$ cat src/rtl/core/pcich_pkg.sv
// Shared types, codes and sizes for the per-cell intensity class histogram.
// No dependencies; every other file of the block imports this package.
`timescale 1ns / 1ps
`default_nettype none

package pcich_pkg;

    // Storage sizes.
    localparam int NUM_CELLS     = 65536;
    localparam int CELL_AW       = $clog2(NUM_CELLS);
    localparam int COUNT_W       = 16;
    localparam int MAX_SCENARIOS = 256;
    localparam int SCN_AW        = $clog2(MAX_SCENARIOS);
    localparam int SCN_CW        = $clog2(MAX_SCENARIOS + 1);

    // Field widths.
    localparam int INT_W  = 20;
    localparam int CELL_W = 16;
    localparam int SIZE_W = 32;

    // Configuration port.
    localparam int REG_AW  = 5;
    localparam int APB_DW  = 32;

    localparam logic [2:0] REG_MIN_INT  = 3'd0;
    localparam logic [2:0] REG_LOW_TOP  = 3'd1;
    localparam logic [2:0] REG_MED_TOP  = 3'd2;
    localparam logic [2:0] REG_MAX_INT  = 3'd3;
    localparam logic [2:0] REG_REC_BAND = 3'd4;

    // Item commands.
    localparam logic CMD_CELL = 1'b0;
    localparam logic CMD_SCN  = 1'b1;

    // Result status codes.
    localparam logic [1:0] STAT_OK   = 2'd0;
    localparam logic [1:0] STAT_OOB  = 2'd1;
    localparam logic [1:0] STAT_FULL = 2'd2;

    // Band codes.
    localparam logic [1:0] BAND_LOW  = 2'd0;
    localparam logic [1:0] BAND_MED  = 2'd1;
    localparam logic [1:0] BAND_HIGH = 2'd2;
    localparam logic [1:0] BAND_NONE = 2'd3;

    typedef struct packed {
        logic              cmd;
        logic [CELL_W-1:0] cell_index;
        logic [INT_W-1:0]  intensity;
        logic [SIZE_W-1:0] fire_size;
    } pcich_in_t;

    typedef struct packed {
        logic [1:0]         status;
        logic [1:0]         band;
        logic [COUNT_W-1:0] cell_total;
        logic [COUNT_W-1:0] band_count;
        logic [SCN_CW-1:0]  scenario_count;
        logic [SCN_AW-1:0]  size_rank;
    } pcich_out_t;

    typedef struct packed {
        logic [INT_W-1:0] min_intensity;
        logic [INT_W-1:0] low_band_top;
        logic [INT_W-1:0] med_band_top;
        logic [INT_W-1:0] max_intensity;
        logic             record_bands;
    } pcich_cfg_t;

    // Commands from the controller to the datapath.
    typedef struct packed {
        logic clr_step;
        logic capture;
        logic cell_rd;
        logic cell_wr;
        logic scn_full;
        logic ins_read;
        logic ins_shift;
        logic ins_put;
        logic out_load;
    } pcich_cmd_t;

    // Status from the datapath to the controller.
    typedef struct packed {
        logic clr_last;
        logic is_scn;
        logic list_full;
        logic at_zero;
        logic found;
        logic out_free;
    } pcich_sts_t;

endpackage

`default_nettype wire

$ cat src/rtl/core/pcich_regs.sv
// APB-style configuration registers for the intensity class histogram.
// Depends on pcich_pkg for register indexes and the configuration struct.
`timescale 1ns / 1ps
`default_nettype none

module pcich_regs
    import pcich_pkg::*;
(
    input  wire logic              aclk,
    input  wire logic              aresetn,
    input  wire logic              psel,
    input  wire logic              penable,
    input  wire logic              pwrite,
    input  wire logic [REG_AW-1:0] paddr,
    input  wire logic [APB_DW-1:0] pwdata,
    output logic      [APB_DW-1:0] prdata,
    output logic                   pready,
    output pcich_cfg_t             cfg
);

    pcich_cfg_t  cfg_reg;
    logic        wr_en;
    logic [2:0]  reg_idx;

    assign pready  = 1'b1;
    assign reg_idx = paddr[REG_AW-1:2];
    assign wr_en   = psel && penable && pwrite;
    assign cfg     = cfg_reg;

    // Register writes; an index beyond the list is ignored.
    always_ff @(posedge aclk) begin
        if (!aresetn) begin
            cfg_reg.min_intensity <= INT_W'(0);
            cfg_reg.low_band_top  <= INT_W'(2000);
            cfg_reg.med_band_top  <= INT_W'(4000);
            cfg_reg.max_intensity <= INT_W'(1048575);
            cfg_reg.record_bands  <= 1'b1;
        end else if (wr_en) begin
            unique case (reg_idx)
                REG_MIN_INT:  cfg_reg.min_intensity <= pwdata[INT_W-1:0];
                REG_LOW_TOP:  cfg_reg.low_band_top  <= pwdata[INT_W-1:0];
                REG_MED_TOP:  cfg_reg.med_band_top  <= pwdata[INT_W-1:0];
                REG_MAX_INT:  cfg_reg.max_intensity <= pwdata[INT_W-1:0];
                REG_REC_BAND: cfg_reg.record_bands  <= pwdata[0];
                default: ;
            endcase
        end
    end

    // Read back, zero extended.
    always_comb begin
        unique case (reg_idx)
            REG_MIN_INT:  prdata = APB_DW'(cfg_reg.min_intensity);
            REG_LOW_TOP:  prdata = APB_DW'(cfg_reg.low_band_top);
            REG_MED_TOP:  prdata = APB_DW'(cfg_reg.med_band_top);
            REG_MAX_INT:  prdata = APB_DW'(cfg_reg.max_intensity);
            REG_REC_BAND: prdata = APB_DW'(cfg_reg.record_bands);
            default:      prdata = '0;
        endcase
    end

endmodule

`default_nettype wire

$ cat config.mk
export PLATFORM = sky130hd
export DESIGN_NAME = pcich_regs
export DESIGN_NICKNAME = d
export VERILOG_FILES = /design/src/rtl/core/pcich_pkg.sv /design/src/rtl/core/pcich_regs.sv
export SDC_FILE = /design/constraint.sdc
export NUM_CORES = 1
export LEC_CHECK = 0
export BUFFER_PORTS_ARGS = -buffer_cell sky130_fd_sc_hd__buf_4
export CAP_MARGIN = 25
export CORE_ASPECT_RATIO = 1.75
export CORE_MARGIN = 4
export CORE_UTILIZATION = 45
export CTS_CLUSTER_DIAMETER = 60
export CTS_CLUSTER_SIZE = 30
export DETAILED_ROUTE_END_ITERATION = 8
export PLACE_DENSITY = 0.8
export SLEW_MARGIN = 30
export SYNTH_ARGS = -nofsm -noshare
export SYNTH_HDL_FRONTEND = slang
export SYNTH_SLANG_ARGS = --single-unit
$ cat constraint.sdc
create_clock -name aclk -period 1.26 [get_ports aclk]
set_input_delay 0.063 -clock aclk [delete_from_list [all_inputs] [get_ports aclk]]
set_output_delay 0.063 -clock aclk [all_outputs]
set_load 0.02 [all_outputs]
## Yosys cells after proc, flatten, opt, wreduce, memory -nomap -nowiden

Cells that the tools add are included.

- Register bits: 81
- Input port bits: 42
- Word-level logic and storage cells: 18

- Mux-type cells: 1
- Eq/ne operators: 4
- Reductions and logical operators: 8

Operator list:

| operator | count |
|---|---|
| $pmux 20 s5 | 1 |
| $reduce_and 2->1 | 5 |
| $eq 3x2->1 const B | 2 |
| $eq 3x1->1 const B | 1 |
| $eq 3x3->1 const B | 1 |
| $logic_not 3->1 | 1 |
| $logic_and 1x1->1 | 2 |

## Longest topological paths before layout

- Depth in word-level cells: 3
- Mapped depth: 6

## Worst setup path before layout

Ideal clock, no wire load.

- Kind: input to output
- Start: input port paddr[3]
- End: output port prdata[10]
- Path slack: 0.012 ns
- Required time: 1.197 ns
- Stages on the path: 4
- Arrival time: 1.185 ns
- Cell sequence: buf_2 buf_4 mux4_2 nor2b_1

- Word-level cells in the longest chain between the ends: 2
- Elaborated cells between the ends (all ways): 6
- Classes of those cells: eq/ne: 4; mux: 1; reduce/logical: 1

Ends and longest elaborated chain:

| what | line | RTL |
|---|---|---|
| start: declaration | pcich_regs.sv:14 | `input wire logic [REG_AW-1:0] paddr,` |
| $eq 3x3->1 (tied with other cells) | pcich_regs.sv:52 | `unique case (reg_idx)` |
| $pmux 20 s5 * | pcich_regs.sv:52 |  |
| end: declaration | pcich_regs.sv:16 | `output logic [APB_DW-1:0] prdata,` |

Every way passes the cells marked *; elsewhere a longest branch is shown, timed or not.

## Worst setup path in the final report

- Start: register cfg_reg (netlist bit cfg[69])
- End: output port prdata[8]

- Word-level cells in the longest chain between the ends: 1

Ends and longest elaborated chain:

| what | line | RTL |
|---|---|---|
| start: declaration | pcich_regs.sv:21 | `pcich_cfg_t cfg_reg;` |
| $pmux 20 s5 | pcich_regs.sv:52 |  |

No other way between the ends.

==> impl_metrics.json <==
{
  "outcome": "finished, violations left",
  "violations": "negative setup slack",
  "wl_um": 12000,
  "cts_max_path_buffers": 2,
  "firstDrtPassIters": 5,
  "setup_viol": 20,
  "layout_min_cycle_time_ns": 1.523,
  "clkSlewWorstSetupHoldPaths_ns": 0.06,
  "worstRegToRegCells": 4,
  "syn_area_per_cell_um2": 9.854,
  "clkLatencyLatePin_ns": 0.34,
  "end_kind": "output pin",
  "vias": 3626,
  "largest_reg_flops": 81,
  "cp.required_ns": 1.20,
  "power_mw": 5.807,
  "rows": 44,
  "start_util_pct": 46.18,
  "num_io_pins": 156,
  "cts_buffers": 9,
  "power_switching_share_pct": 24.15,
  "syn_to_final_growth_pct": 52.20,
  "die_x_um": 77.59,
  "postRouteAntennaNets": 0,
  "antenna_found_initial": 0,
  "cts_max_level": 3,
  "drt_iter0_drc": 200,
  "cp-start-kind": "register",
  "viasPerCell": 5.477,
  "syn-cell-area_mm2": 0.003814,
  "dp_hpwl_um": 8163,
  "clock_sinks": 81,
  "holdWs_ns": 0.009766,
  "leakagePower_nw": 2.721,
  "critPathMaxFanout": 2,
  "die_area_mm2": 0.01007,
  "p_int_mw": 4.404,
  "portBuffers": 128,
  "layout-drive-gt1-share_pct": 53.68,
  "whs_endpoint": "cfg[25]",
  "cp_cell_sequence": "mux4_2 > nor2b_1 > buf_4",
  "clock-root-buffer": "clkbuf_16",
  "cts_tree": "built",
  "pre_cts_ws_ns": -0.09773,
  "grt_pass1_vias": 3699,
  "design_area_mm2": 0.005804,
  "synth_area_leader_cell": "dfxtp_1",
  "p_switching_mw": 1.403,
  "final_cells": 662,
  "critPathSlowestCell": "mux4_2",
  "fin_crit_sh_pct": 120.9,
  "synth_top_area_share_pct": 42.52,
  "nNetsFinal": 610,
  "min-delay-start": "pwdata[4]",
  "postLayoutSetupSlackWorst_ns": -0.2628,
  "slew_violations": 0,
  "mostFrequentLayoutCell": "buf_4",
  "hold_path.class": "in2reg",
  "power.density_mw_per_mm2": 1000,
  "ys_seq_elements": 81,
  "yosysSeqAreaShare_pct": 42.52,
  "place_inst": 606,
  "vdd_drop_max_v": 0.0007222,
  "final_util_pct": 70.29,
  "fmax_mhz": 656.7,
  "coreArea_mm2": 0.008258,
  "r2r-end": "cfg[51]",
  "grt.total_usage_pct": 23.71,
  "finalClockSkew_ns": 0,
  "diodes": 0,
  "wl_per_cell_um": 18.13,
  "drc": 0,
  "hold_viol": 0,
  "n_fill_cell": 624,
  "crit_arrival_ns": 1.46,
  "r2r_slack_ns": 0.34,
  "grt_pass1_wl_um": 18550,
  "reg2reg_from": "cfg[51]",
  "place_congestion": 0.7978,
  "die_y_um": 129.8,
  "power_frac_comb_pct": 13.3,
  "p_clk_share_pct": 41.8,
  "synth_cell_types": 30,
  "path_class": "reg2out",
  "grt_max_degree": 49,
  "yosysWarnings": 0,
  "rsz0062_at_grt": "yes",
  "grt_overflow": 0,
  "syn_inst": 387,
  "hold_path_depth": 3,
  "seqPwrFrac_pct": 44.9,
  "fin_tns_setup_ns": -3.965,
  "place_area_mm2": 0.004995,
  "layout_common_cells": "buf_4 (182), nand2_1 (71), dfxtp_2 (60)",
  "synth_area_leaders": "dfxtp_1 (43%), mux2i_1 (13%), mux4_2 (11%)",
  "cap_violations": 0,
  "critPathMaxStageDelay_ns": 0.49
}
[layout make-up]
type	instances	area, µm²	share of cell area, %
Inverter	20	75.07	1.293
Timing Repair Buffer	205	1670	28.78
Tap cell	92	115.1	1.983
Sequential cell	81	1697	29.23
Multi-Input combinational cell	251	1977	34.06
Clock buffer	13	270.3	4.656
[worst max-delay path by stage]
stage | start | to | slack (ns) | cells past startpoint
after CTS | cfg[9] | prdata[8] | -0.24 | 3
after global placement | paddr[3] | prdata[8] | -0.09 | 4
after global routing | cfg[9] | prdata[8] | -0.27 | 3
after floorplan | paddr[3] | prdata[10] | 0.01 | 4
final | cfg[69] | prdata[8] | -0.26 | 3
after detailed placement | paddr[3] | prdata[8] | -0.1 | 4
[kinds of logic after synthesis]
| family | count (synthesis) | synth area share (%) |
|---|---|---|
| buffers and inverters | 66 | 8.956 |
| other | 2 | 0.1969 |
| flip-flops | 81 | 42.52 |
| AO/OA/AOI/OAI | 69 | 11.61 |
| multiplexers | 68 | 24.11 |
| AND/OR/NAND/NOR | 101 | 12.60 |
[power groups by stage]
stage | Combinational, mW | Clock [mW] | Sequential, mW
2_1_floorplan | 0.405 | 0 | 2.69
3_3_place_gp | 0.675 | 0 | 2.66
3_5_place_dp | 0.686 | 0 | 2.66
4_1_cts | 0.750 | 2.45 | 2.60
5_1_grt | 0.827 | 2.55 | 2.61
6_report | 0.773 | 2.43 | 2.61
[timing repair]
item,in CTS,in global routing
endpoints found under the hold margin,8,0
endpoints found under the setup margin,20,20
hold buffers,6,0
setup buffers,36,1
pin swaps,2,1
resized for setup,65,21
[cell usage after synthesis]
cell / number
buf_4: 17
nor2b_1: 19
mux2i_1: 48
o211ai_1: 26
o311ai_1: 7
nand3_1: 1
inv_1: 20
dfxtp_1: 81
nand2b_1: 2
buf_2: 6
nand4_1: 1
buf_6: 3
nand3b_1: 1
a22oi_1: 1
mux4_2: 19
mux2_1: 1
o21a_1: 1
o21ai_0: 6
conb_1: 2
buf_1: 1
nand4b_4: 1
o21ai_1: 27
or2_1: 1
nand2_1: 71
o22ai_1: 1
clkbuf_1: 19
nor2_4: 1
or2_4: 1
and4b_1: 1
nor2_1: 1
[critical path: cells and delay by family, from the launching register on]
kind	cells	cell delay, ns
simple gates	1	0.15
buf+inv	1	0.15
flops	1	0.33
mux	1	0.49
[routing by layer]
metal / global-route usage [%] / wire length [µm] / vias to the layer above
met1: 23.79 / 4208 / 1752
met3: 5.110 / 597 / 40
met5: 0 / 0 / -
li1: - / - / 1697
met2: 44.65 / 6714 / 137
met4: 13.31 / 481 / 0
Power figures use the tool's default switching activity.
