$ cat src/rtl/core/pcich_pkg.sv
// Shared types, codes and sizes for the per-cell intensity class histogram.
// No dependencies; every other file of the block imports this package.
`timescale 1ns / 1ps
`default_nettype none

package pcich_pkg;

    // Storage sizes.
    localparam int NUM_CELLS     = 65536;
    localparam int CELL_AW       = $clog2(NUM_CELLS);
    localparam int COUNT_W       = 16;
    localparam int MAX_SCENARIOS = 256;
    localparam int SCN_AW        = $clog2(MAX_SCENARIOS);
    localparam int SCN_CW        = $clog2(MAX_SCENARIOS + 1);

    // Field widths.
    localparam int INT_W  = 20;
    localparam int CELL_W = 16;
    localparam int SIZE_W = 32;

    // Configuration port.
    localparam int REG_AW  = 5;
    localparam int APB_DW  = 32;

    localparam logic [2:0] REG_MIN_INT  = 3'd0;
    localparam logic [2:0] REG_LOW_TOP  = 3'd1;
    localparam logic [2:0] REG_MED_TOP  = 3'd2;
    localparam logic [2:0] REG_MAX_INT  = 3'd3;
    localparam logic [2:0] REG_REC_BAND = 3'd4;

    // Item commands.
    localparam logic CMD_CELL = 1'b0;
    localparam logic CMD_SCN  = 1'b1;

    // Result status codes.
    localparam logic [1:0] STAT_OK   = 2'd0;
    localparam logic [1:0] STAT_OOB  = 2'd1;
    localparam logic [1:0] STAT_FULL = 2'd2;

    // Band codes.
    localparam logic [1:0] BAND_LOW  = 2'd0;
    localparam logic [1:0] BAND_MED  = 2'd1;
    localparam logic [1:0] BAND_HIGH = 2'd2;
    localparam logic [1:0] BAND_NONE = 2'd3;

    typedef struct packed {
        logic              cmd;
        logic [CELL_W-1:0] cell_index;
        logic [INT_W-1:0]  intensity;
        logic [SIZE_W-1:0] fire_size;
    } pcich_in_t;

    typedef struct packed {
        logic [1:0]         status;
        logic [1:0]         band;
        logic [COUNT_W-1:0] cell_total;
        logic [COUNT_W-1:0] band_count;
        logic [SCN_CW-1:0]  scenario_count;
        logic [SCN_AW-1:0]  size_rank;
    } pcich_out_t;

    typedef struct packed {
        logic [INT_W-1:0] min_intensity;
        logic [INT_W-1:0] low_band_top;
        logic [INT_W-1:0] med_band_top;
        logic [INT_W-1:0] max_intensity;
        logic             record_bands;
    } pcich_cfg_t;

    // Commands from the controller to the datapath.
    typedef struct packed {
        logic clr_step;
        logic capture;
        logic cell_rd;
        logic cell_wr;
        logic scn_full;
        logic ins_read;
        logic ins_shift;
        logic ins_put;
        logic out_load;
    } pcich_cmd_t;

    // Status from the datapath to the controller.
    typedef struct packed {
        logic clr_last;
        logic is_scn;
        logic list_full;
        logic at_zero;
        logic found;
        logic out_free;
    } pcich_sts_t;

endpackage

`default_nettype wire

$ cat src/rtl/core/pcich_ctrl.sv
// Sequencing controller for the intensity class histogram.
// Depends on pcich_pkg for the command and status structs.
`timescale 1ns / 1ps
`default_nettype none

module pcich_ctrl
    import pcich_pkg::*;
(
    input  wire logic       aclk,
    input  wire logic       aresetn,
    input  wire logic       s_valid,
    output logic            s_ready,
    input  wire pcich_sts_t sts,
    output pcich_cmd_t      cmd
);

    localparam logic [2:0] ST_CLR     = 3'd0;
    localparam logic [2:0] ST_IDLE    = 3'd1;
    localparam logic [2:0] ST_DISP    = 3'd2;
    localparam logic [2:0] ST_CELL_WR = 3'd3;
    localparam logic [2:0] ST_INS_RD  = 3'd4;
    localparam logic [2:0] ST_INS_CMP = 3'd5;
    localparam logic [2:0] ST_FIN     = 3'd6;

    logic [2:0] state_reg;
    logic [2:0] state_next;

    assign s_ready = (state_reg == ST_IDLE);

    always_ff @(posedge aclk) begin
        if (!aresetn) begin
            state_reg <= ST_CLR;
        end else begin
            state_reg <= state_next;
        end
    end

    // Next state and datapath commands.
    always_comb begin
        state_next = state_reg;
        cmd        = '0;
        unique case (state_reg)
            ST_CLR: begin
                cmd.clr_step = 1'b1;
                if (sts.clr_last) begin
                    state_next = ST_IDLE;
                end
            end
            ST_IDLE: begin
                if (s_valid) begin
                    cmd.capture = 1'b1;
                    state_next  = ST_DISP;
                end
            end
            ST_DISP: begin
                if (sts.is_scn && sts.list_full) begin
                    cmd.scn_full = 1'b1;
                    state_next   = ST_FIN;
                end else if (sts.is_scn) begin
                    state_next = ST_INS_RD;
                end else begin
                    cmd.cell_rd = 1'b1;
                    state_next  = ST_CELL_WR;
                end
            end
            ST_CELL_WR: begin
                cmd.cell_wr = 1'b1;
                state_next  = ST_FIN;
            end
            ST_INS_RD: begin
                if (sts.at_zero) begin
                    cmd.ins_put = 1'b1;
                    state_next  = ST_FIN;
                end else begin
                    cmd.ins_read = 1'b1;
                    state_next   = ST_INS_CMP;
                end
            end
            ST_INS_CMP: begin
                if (sts.found) begin
                    cmd.ins_put = 1'b1;
                    state_next  = ST_FIN;
                end else begin
                    cmd.ins_shift = 1'b1;
                    state_next    = ST_INS_RD;
                end
            end
            ST_FIN: begin
                if (sts.out_free) begin
                    cmd.out_load = 1'b1;
                    state_next   = ST_IDLE;
                end
            end
            default: begin
                state_next = ST_IDLE;
            end
        endcase
    end

endmodule

`default_nettype wire

$ cat config.mk
export PLATFORM = sky130hd
export DESIGN_NAME = pcich_ctrl
export DESIGN_NICKNAME = d
export VERILOG_FILES = /design/src/rtl/core/pcich_pkg.sv /design/src/rtl/core/pcich_ctrl.sv
export SDC_FILE = /design/constraint.sdc
export NUM_CORES = 1
export LEC_CHECK = 0
export BUFFER_PORTS_ARGS = -buffer_cell sky130_fd_sc_hd__buf_2
export CORE_AREA = 2 2 39 41
export CTS_BUF_LIST = sky130_fd_sc_hd__clkbuf_8
export DETAILED_ROUTE_END_ITERATION = 8
export DIE_AREA = 0 0 41 43
export PLACE_DENSITY = 0.45
export SYNTH_ARGS = -nofsm -noshare
export SYNTH_HDL_FRONTEND = slang
export SYNTH_SLANG_ARGS = --single-unit
$ cat constraint.sdc
create_clock -name aclk -period 1.3 [get_ports aclk]
set_input_delay 0.26 -clock aclk [delete_from_list [all_inputs] [get_ports aclk]]
set_output_delay 0.26 -clock aclk [all_outputs]
set_load 0.1 [all_outputs]
# After elaboration in Yosys (flattened, before gate mapping)
# Index checks and enable logic that the tools add are counted.
dict set report totals {
  regBits 3
  inputBits 9
  output_inout_bits 10
  word_cells 39
}
dict set report classes {
  n_eq_ne 9
  n_mux 26
  n_reduce_logical 3
}
# op count
set ops {}
lappend ops {{one-hot mux 3 bit (7 select lines)} 1}
lappend ops {{two-way mux 1 bit} 17}
lappend ops {{two-way mux 3 bit} 5}
lappend ops {{== test 3 bit (second input constant)} 3}
lappend ops {{== test 3 x 2 -> 1 bit (second input constant)} 2}
lappend ops {{!= test 2 bit (second input constant)} 3}
lappend ops {{two-way mux 2 bit} 2}
lappend ops {{== test 3 x 1 -> 1 bit (second input constant)} 1}
lappend ops {{logical NOT 3 bit} 1}
lappend ops {{AND reduction 3 bit} 1}
lappend ops {{one-hot mux 1 bit (2 select lines)} 1}
lappend ops {{logical AND 1 bit} 1}

# Longest topological paths before layout
# Gate-level depths: netlist (run 1).
dict set report logic_depth {
  ltp_word 3
  mapped_depth 4
  depth_no_buf 3
}

# Least setup slack after synthesis (run 1)
# Ideal clock, no wire load.
dict set report synth_timing {
  kind {register to output}
  from {register state_reg[2]}
  to {output cmd[0] (netlist name)}
  arrival_time_ns 2.820
  t_required_ns 1.040
  setup_slack_ns -1.780
  stages_incl_launch_ff 4
  n_path_buf 1
  path_cell_list {dfxtp_1 -> buf_6 -> nand2_1 -> nor3b_1}
}
# item line
set synth_rtl {}
lappend synth_rtl {{start, declared} pcich_ctrl.sv:25} ;# logic [2:0] state_reg;
lappend synth_rtl {{start signal, assigned} pcich_ctrl.sv:34} ;# state_reg <= state_next;
lappend synth_rtl {{end, declared} pcich_ctrl.sv:14} ;# output pcich_cmd_t cmd

==> results of run 1 <==
cell type report:
cell class / instances / area (um2)
fillers: 113 / 531
repair buffers: 35 / 392
multi-input cells: 32 / 312
flip-flops and latches: 3 / 71.3
clock buffers: 3 / 41.3
well taps: 16 / 20.0
inverters: 3 / 13.8
clock inverters: 1 / 3.75
worst paths after layout:
path,endpoint,slack [ns],cells after the start
max,cmd[6],-0.21,3
min reg2reg,state_reg[2],0.67,3
min,state_reg[0],0.32,3
max reg2reg,state_reg[0],-0.05,5
power by group through the flow:
stage                     clock (mW)  sequential (mW)  combinational, mW
after floorplan                    0            0.107              0.189
after global placement             0            0.114              0.294
after detailed placement           0            0.113              0.294
after CTS                      0.261            0.111              0.324
after global routing           0.265            0.113              0.349
final                          0.255            0.111              0.333
per-layer routing:
metal	vias to the layer above	track usage, %	routed length (um)	share of wire, %
li1	219	-	-	-
met1	195	18.6	445	42
met2	14	21.3	554	53
met3	0	2.09	56	5.3
met4	0	4.00	0	0
met5	-	0	0	0
cells by family after synthesis:
kind of cell           count (synthesis)  share of synthesized area (%)
AND/OR/NAND/NOR                       24                           50.2
flip-flops                             3                           18.8
multiplexers                           1                           3.14
AO/OA/AOI/OAI                          7                           14.9
buffers and inverters                  6                           12.9
placed cells by master (no fill, tap or decap), drive strengths merged:
cell and n:
nor4 1, nor3 5, a41o 1, mux2i 1, nand3b 1, nor2b 1
dfxtp 3, a21oi 2, nand2 4, nor3b 1, o221ai 1, nor2 5
a311oi 1, buf 35, or3 1, clkbuf 3, or2b 1, o21ai 2
nand2b 2, nor4b 2, inv 4
worst max-delay path: cells and delay by family (launching register included):
kind	cells	cell delay [ns]
buffers and inverters	2	0.35
DFF	1	0.36
and+or+nand+nor	1	0.33
timing repair:
| action | 4_1_cts | 5_1_grt |
|---|---|---|
| pin swaps | 5 | 4 |
| setup endpoints to repair | 11 | 12 |
| setup buffers | 5 | 2 |
| gates resized for setup | 11 | 3 |
metrics by stage:
stage | util [%] | total power [mW] | instance area (um2) | instances | hold slack, ns
2_1_floorplan | - | 0.296 | 402 | 41 | 0.391
3_3_place_gp | 51.7 | 0.407 | 716 | 82 | 0.532
3_5_place_dp | 51.7 | 0.407 | 716 | 82 | 0.526
4_1_cts | 59.8 | 0.696 | 827 | 91 | 0.315
5_1_grt | 61.7 | 0.727 | 853 | 93 | 0.339
6_report | 61.7 | 0.699 | 853 | 93 | 0.320
==> summary.txt, run 1 <==
Synthesis
  • Leading area contributor after synthesis: dfxtp_1
  • Register area share after synthesis: 18.8%
  • Yosys Warn Count: 0
  • Unique cell type count in the Yosys netlist: 21
  • Synth area leaders: dfxtp_1, nor4b_4, nor3_1
  • Top FF cell, synth: dfxtp_1
  • Post-synth top cells: nor2_1, nor3_1, nand2_1, dfxtp_1, inv_1
  • Post-Syn Instances: 41
  • Mean Syn Cell Area: 7.78 um2
  • Async set-reset flop share out of synthesis: 0%
  • Post-Syn Nets: 50
  • Synth Cell Area: 319 um2
  • Post-synthesis register bit count: 3
  • Post-synth EDFFs: 0
  • Share of the synthesized area in the top cell type: 18.8%

CTS
  • Clk slew on worst S/H paths: 0.03 ns
  • H-tree level count: 1
  • TritonCTS Buffers: 3
  • CTS root buf: clkbuf_8
  • Hold Buf Count CTS: 0
  • Clock Sink Count: 3
  • CTS tree: done
  • Max clock buf depth: 2
  • Clock Latency Late Sink: 0.21 ns

Power and ir drop
  • P_sw: 257 uW
  • Sw frac: 36.8%
  • Clock Power Share: 36.5%
  • Int Pwr: 442 uW
  • Cell Pwr Density: 819 nW/um2
  • Worst IR Drop VDD: 0.000640 V
  • Reg power frac: 15.8%
  • Combinational power share: 47.7%
  • Leak pwr: 0.354 nW

Detailed routing
  • Drt total wl: 1060 um
  • DRC: 0
  • DR iter-0 viols: 4
  • Initial DRT Pass Iterations: 4
  • Wire length per cell: 11.3 um
  • Post-DRT Antenna Nets: 0
  • Vias: 428
  • Vias/cell: 4.60

STA
  • Setup TNS: -1.46 ns
  • Slew @ Worst Pin: 0.296 ns
  • Hold Fails Final Rpt: 0
  • Final setup margin: -0.214 ns
  • Slew HR: 80.2%
  • RSZ-0062 raised after global routing: yes
  • Final setup fails: 11
  • Slew Limit Fails: 0
  • Final period utilization: 116%
  • FMAX: 661 MHz
  • Layout Skew: 0.00113 ns
  • Final Critical Period: 1.51 ns

Finish
  • Diode count: 0
  • Layout area overhead: 167%
  • Share of layout cells above drive strength 1: 74.0%
  • Final Net Count: 87
  • Max reg flops: 3

Worst setup path
  • Worst EP arrival: 1.25 ns
  • Crit start category: flop
  • CP endpoint kind: primary output
  • WP data required: 1.04 ns
  • CP max FO: 7
  • Max stage delay cell, worst path: dfxtp_4
  • WS Path Type: reg -> out
  • Critical Path Max Stage Delay: 0.36 ns
  • Worst path cell trace: buf_12, nor4b_4, buf_12
  • R2R Path Start: state_reg[2]
  • Worst Setup SP: state_reg[2]
  • Top cell by count, worst path: buf_12

Global route
  • Initial antenna violation count: 0
  • Largest net degree at the start of global routing: 10
  • Vias in the first global route: 418
  • First-pass GRT wire length: 1700 um
  • Gr usage total: 13.7%
  • GRT overflow: 0

Floorplanning
  • Die span in x: 41 um
  • Starting Density: 23.1%
  • Row count: 14
  • I/O pin total: 19
  • Core Box Area: 1380 um2
  • Die area: 1760 um2
  • Chip height: 43 um

Place
  • GP Congestion: 0.726
  • Dpl ws: -0.0433 ns
  • IO Port Bufs: 18
  • DP HPWL: 817 um

Run
  • Max cap viols: 0

Outcome
  • Outcome: complete, but fails checks
  • Failing checks: setup timing

Min path
  • Worst hold start: aresetn
  • Hold Crit Class: in -> reg
Power figures use the tool's default switching activity.
==> run 2: changes to the inputs <==
==> constraint.sdc (replaced) <==
create_clock -name aclk -period 1.3 [get_ports aclk]
set_input_delay 0.13 -clock aclk [delete_from_list [all_inputs] [get_ports aclk]]
set_output_delay 0.13 -clock aclk [all_outputs]
set_load 0.1 [all_outputs]
==> summary.txt, run 2 (synthesized netlist as in run 1, its figures left out) <==
Outcome
  • Outcome: complete, but fails checks
  • Failing checks: setup timing

CTS
  • Max clock buf depth: 2 (unchanged)
  • Clk slew on worst S/H paths: 0.03 ns (about the same)
  • H-tree level count: 1 (unchanged)
  • CTS root buf: clkbuf_8
  • Hold Buf Count CTS: 0 (unchanged)
  • Clock Sink Count: 3 (unchanged)
  • Clock Latency Late Sink: 0.22 ns (about the same)
  • CTS tree: done
  • TritonCTS Buffers: 3 (unchanged)

STA
  • Final setup margin: -0.0606 ns (+0.153 ns)
  • RSZ-0062 raised after global routing: yes
  • Final Critical Period: 1.36 ns (-0.153 ns)
  • Slew @ Worst Pin: 0.240 ns (-0.0558 ns)
  • Slew HR: 83.9% (+3.7 points)
  • Final period utilization: 105% (-12 points)
  • Setup TNS: -0.258 ns (+1.20 ns)
  • Hold Fails Final Rpt: 0 (unchanged)
  • Layout Skew: 0.00394 ns (+0.00281 ns)
  • Slew Limit Fails: 0 (unchanged)
  • Final setup fails: 7 (-4)
  • FMAX: 735 MHz (+11%)

Floorplanning
  • I/O pin total: 19 (unchanged)
  • Row count: 14 (unchanged)
  • Starting Density: 23.1% (unchanged)
  • Die span in x: 41 um (unchanged)
  • Die area: 1760 um2 (unchanged)
  • Core Box Area: 1380 um2 (unchanged)
  • Chip height: 43 um (unchanged)

Worst setup path
  • CP endpoint kind: primary output
  • Reg2Reg Setup Slack: 0.11 ns (+0.16 ns)
  • Worst EP arrival: 1.23 ns (-0.02 ns)
  • WP data required: 1.17 ns (+0.13 ns)
  • WS Path Type: reg -> out
  • Crit start category: flop
  • CP max FO: 8 (+1)

Finish
  • Final Net Count: 82 (-5.7%)
  • Commonest non-fill, non-tap cells in the layout: buf_12, buf_2, buf_4
  • Diode count: 0 (unchanged)
  • Most common cell after layout, fill and taps aside: buf_12
  • FILL cells: 118 (+4.4%)
  • Share of layout cells above drive strength 1: 69.4% (-4.6 points)
  • Design area: 808 um2 (-5.3%)
  • Max reg flops: 3 (unchanged)
  • Layout area overhead: 153%

Detailed routing
  • Post-DRT Antenna Nets: 0 (unchanged)
  • DR iter-0 viols: 3 (-1)
  • DRC: 0 (unchanged)
  • Wire length per cell: 11.0 um (-2.9%)
  • Vias: 409 (-4.4%)
  • Vias/cell: 4.65 (+0.99%)
  • Drt total wl: 969 um (-8.2%)
  • Initial DRT Pass Iterations: 2 (-2)

Global route
  • Vias in the first global route: 362 (-13%)
  • Gr usage total: 13.6% (-0.10 points)
  • GRT overflow: 0 (unchanged)
  • Largest net degree at the start of global routing: 11 (+1)
  • Initial antenna violation count: 0 (unchanged)
  • First-pass GRT wire length: 1570 um (-8.1%)

Power and ir drop
  • Worst IR Drop VDD: 0.000733 V (+14%)
  • Leak pwr: 0.333 nW (-5.8%)
  • Clock Power Share: 39.8% (+3.3 points)
  • P_sw: 260 uW (+1.2%)
  • Reg power frac: 17.2% (+1.4 points)
  • Sw frac: 38.3% (+1.5 points)
  • Cell Pwr Density: 841 nW/um2 (+2.7%)
  • Int Pwr: 420 uW (-5.0%)
  • Combinational power share: 43.0% (-4.7 points)

Place
  • GP Congestion: 0.741 (+2.0%)
  • IO Port Bufs: 18 (unchanged)
  • Placed cell area: 671 um2 (-6.3%)
  • DP HPWL: 693 um (-15%)

Min path
  • Hold Crit Class: in -> reg

Run
  • Max cap viols: 0 (unchanged)
-- run 2: cell types whose count changed in the layout (fill, tap and decap cells not counted) --
| cell | before | now |
|---|---|---|
| buf_12 | 11 | 10 |
| o221ai_1 | 0 | 1 |
| nand2b_2 | 2 | 0 |
| o221ai_2 | 1 | 0 |
| buf_6 | 3 | 4 |
| inv_4 | 1 | 0 |
| nand2b_4 | 0 | 2 |
| buf_4 | 13 | 8 |
| inv_1 | 3 | 4 |
-- run 2: worst paths after layout --
check | start | endpoint | depth (start not counted)
setup / recovery | state_reg[0] | cmd[6] | 3
hold / removal | aresetn | state_reg[0] | 3
setup reg to reg | state_reg[0] | state_reg[1] | 4
hold reg to reg | state_reg[2] | state_reg[2] | 2
-- run 2: worst max-delay path, stage by stage, from the launching register on --
cell	delay, ns
dfxtp_4	0.38
nor4b_4	0.30
buf_4	0.16
buf_12	0.16
-- run 2: final cells by class --
cell class / count / area [um2] / area share [%]
sequential: 3 / 71.3 / 8.82
multi-input combinational: 32 / 315 / 39.0
clock buffer: 3 / 41.3 / 5.11
tap: 16 / 20.0 / 2.48
inverter: 3 / 11.3 / 1.39
clock inverter: 1 / 3.75 / 0.464
timing repair buffer: 30 / 345 / 42.7
-- run 2: what timing repair did --
item                                    4_1_cts  5_1_grt
pin swaps                                     4        2
gates resized for setup                      14        2
endpoints found under the setup margin       10       10
setup buffers                                 5        0
-- run 2: per-layer routing --
metal / global-route usage, % / share of wire, %
met4: 8.00 / 2.7
met5: 0 / 0
met3: 3.14 / 4.5
met2: 22.5 / 56
met1: 14.5 / 37
-- run 2: per-stage QoR --
stage / utilization, % / setup slack, ns / cells / hold slack [ns] / power [mW]
floorplan: - / -0.684 / 41 / 0.258 / 0.287
global placement: 48.5 / 0.0653 / 80 / 0.392 / 0.381
detailed placement: 48.5 / 0.0734 / 80 / 0.400 / 0.380
CTS: 57.9 / -0.0527 / 88 / 0.167 / 0.680
global route: 58.4 / -0.110 / 88 / 0.175 / 0.717
finish: 58.4 / -0.0606 / 88 / 0.166 / 0.680
-- run 2: power groups by stage --
stage / logic, mW / clock network [mW] / registers (mW)
floorplan: 0.179 / 0 / 0.108
finish: 0.292 / 0.271 / 0.117
global placement: 0.259 / 0 / 0.122
CTS: 0.292 / 0.271 / 0.116
global route: 0.306 / 0.292 / 0.119
detailed placement: 0.258 / 0 / 0.122
==> run 3: changes to the inputs <==
--- a/config.mk
+++ b/config.mk
@@ -11,6 +11,7 @@
 export DETAILED_ROUTE_END_ITERATION = 8
 export DIE_AREA = 0 0 41 43
 export PLACE_DENSITY = 0.45
+export SETUP_SLACK_MARGIN = 0.15
 export SYNTH_ARGS = -nofsm -noshare
 export SYNTH_HDL_FRONTEND = slang
 export SYNTH_SLANG_ARGS = --single-unit
==> summary.txt, run 3 (synthesized netlist as in run 1, its figures left out) <==
Floorplanning
  • Chip height: 43 um (unchanged)
  • Starting Density: 23.1% (unchanged)
  • Die area: 1760 um2 (unchanged)
  • Die span in x: 41 um (unchanged)
  • I/O pin total: 19 (unchanged)
  • Core Box Area: 1380 um2 (unchanged)
  • Row count: 14 (unchanged)

Detailed routing
  • Vias: 443 (+8.3%)
  • Wire length per cell: 11.5 um (+4.9%)
  • Post-DRT Antenna Nets: 0 (unchanged)
  • Initial DRT Pass Iterations: 4 (+2)
  • DR iter-0 viols: 10 (+7)
  • Drt total wl: 1070 um (+11%)
  • DRC: 0 (unchanged)
  • Vias/cell: 4.76 (+2.5%)

Worst setup path
  • Worst path cell trace: buf_4, nor4b_4, buf_4, buf_12
  • CP max FO: 6 (-2)
  • Top cell by count, worst path: buf_4
  • Worst EP arrival: 1.26 ns (+0.03 ns)
  • CP endpoint kind: primary output
  • WS Path Type: reg -> out
  • Critical Path Max Stage Delay: 0.37 ns (about the same)
  • Max stage delay cell, worst path: dfxtp_4
  • Crit start category: flop
  • WP data required: 1.17 ns (about the same)
  • Reg2Reg Setup Slack: 0.01 ns (-0.10 ns)

Global route
  • Met1 GRT Util: 17.5% (+3.0 points)
  • Met3 Track Usage GR: 1.57% (-1.6 points)
  • Gr usage total: 14.4% (+0.83 points)
  • First-pass GRT wire length: 1700 um (+8.8%)
  • M2 GR Usage: 23.1% (+0.63 points)
  • Vias in the first global route: 424 (+17%)
  • Largest net degree at the start of global routing: 9 (-2)
  • Initial antenna violation count: 0 (unchanged)
  • GR peak layer: met2
  • GRT overflow: 0 (unchanged)

Finish
  • Final Net Count: 87 (+6.1%)
  • Layout area overhead: 162%
  • Commonest non-fill, non-tap cells in the layout: buf_4, buf_12, buf_2, nand2_1
  • Most common cell after layout, fill and taps aside: buf_4
  • Non-Filler Instances: 93 (+5.7%)
  • Diode count: 0 (unchanged)
  • Share of layout cells above drive strength 1: 71.4% (+2.0 points)
  • Max reg flops: 3 (unchanged)

STA
  • Final setup margin: -0.0932 ns (-0.0326 ns)
  • Slew @ Worst Pin: 0.246 ns (+0.00661 ns)
  • Final Critical Period: 1.39 ns (+0.0326 ns)
  • Worst hold slack: 0.186 ns (+0.0200 ns)
  • Final setup fails: 8 (+1)
  • Hold Fails Final Rpt: 0 (unchanged)
  • Setup TNS: -0.460 ns (-0.202 ns)
  • FMAX: 718 MHz (-2.3%)
  • RSZ-0062 raised after global routing: yes
  • Slew HR: 83.4% (-0.44 points)
  • Final period utilization: 107% (+2.5 points)
  • Slew Limit Fails: 0 (unchanged)
  • Layout Skew: 0.00195 ns (-0.00199 ns)

CTS
  • Hold Buf Count CTS: 0 (unchanged)
  • Clk slew on worst S/H paths: 0.03 ns (about the same)
  • Max clock buf depth: 2 (unchanged)
  • CTS tree: done
  • CTS root buf: clkbuf_8
  • Clock Sink Count: 3 (unchanged)
  • Clock Latency Late Sink: 0.21 ns (about the same)
  • TritonCTS Buffers: 3 (unchanged)
  • H-tree level count: 1 (unchanged)

Place
  • IO Port Bufs: 18 (unchanged)
  • Post-Place Cells: 79 (-1.3%)
  • DP HPWL: 718 um (+3.5%)
  • Dpl ws: 0.0539 ns (-0.0195 ns)
  • GP Congestion: 0.806 (+8.8%)

Outcome
  • Failing checks: setup timing
  • Outcome: complete, but fails checks

Min path
  • Hold Crit Class: in -> reg

Power and ir drop
  • Worst IR Drop VDD: 0.000593 V (-19%)
  • Leak pwr: 0.356 nW (+7.0%)
  • Cell Pwr Density: 824 nW/um2 (-2.0%)
  • Tot Pwr: 690 uW (+1.4%)

Run
  • Max cap viols: 0 (unchanged)
run 3: cell types whose count changed in the layout (fill, tap and decap cells not counted), sizes merged:
cell	change
clkinvlp	+1
inv	-1
buf	+5
run 3: layout make-up:
| class | instances | area [um2] |
|---|---|---|
| clock buffers | 3 | 41.3 |
| well taps | 16 | 20.0 |
| fillers | 114 | 547 |
| repair buffers | 35 | 392 |
| inverters | 3 | 15.0 |
| multi-input cells | 32 | 294 |
| flip-flops and latches | 3 | 71.3 |
| clock inverters | 1 | 3.75 |
run 3: routing by layer:
layer,wire length (um),vias to the layer above,share of wire [%]
li1,-,219,-
met1,419,201,39
met2,581,21,54
met3,57,2,5.3
met4,15,0,1.4
met5,0,-,0
run 3: path summary, 6_finish.rpt:
| path | startpoint | endpoint | depth (start not counted) |
|---|---|---|---|
| max | state_reg[2] | cmd[3] | 4 |
| min | aresetn | state_reg[2] | 3 |
| max reg2reg | state_reg[2] | state_reg[0] | 5 |
| min reg2reg | state_reg[2] | state_reg[2] | 3 |
run 3: through the flow:
| step | cell area [um2] | util (%) |
|---|---|---|
| 4_1_cts | 823 | 59.5 |
| 3_5_place_dp | 682 | 49.3 |
| 3_3_place_gp | 682 | 49.3 |
| 2_1_floorplan | 394 | - |
| 5_1_grt | 837 | 60.5 |
| 6_report | 837 | 60.5 |
run 3: repair_timing:
| action | 4_1_cts | 5_1_grt |
|---|---|---|
| setup endpoints to repair | 12 | 13 |
| pin swaps | 6 | 2 |
| gates resized for setup | 9 | 2 |
| buffers inserted | 9 | 1 |
run 3: critical path: cells and delay by family, from the launching register on:
kind | cells | cell delay, ns
buffers and inverters | 3 | 0.46
and+or+nand+nor | 1 | 0.21
DFF | 1 | 0.37
run 3: report_power, final:
group          internal, mW  total [mW]  switching, mW
combinational         0.133       0.312          0.178
sequential           0.0968       0.117         0.0199
clock                 0.201       0.261         0.0604
total                 0.431       0.690          0.259
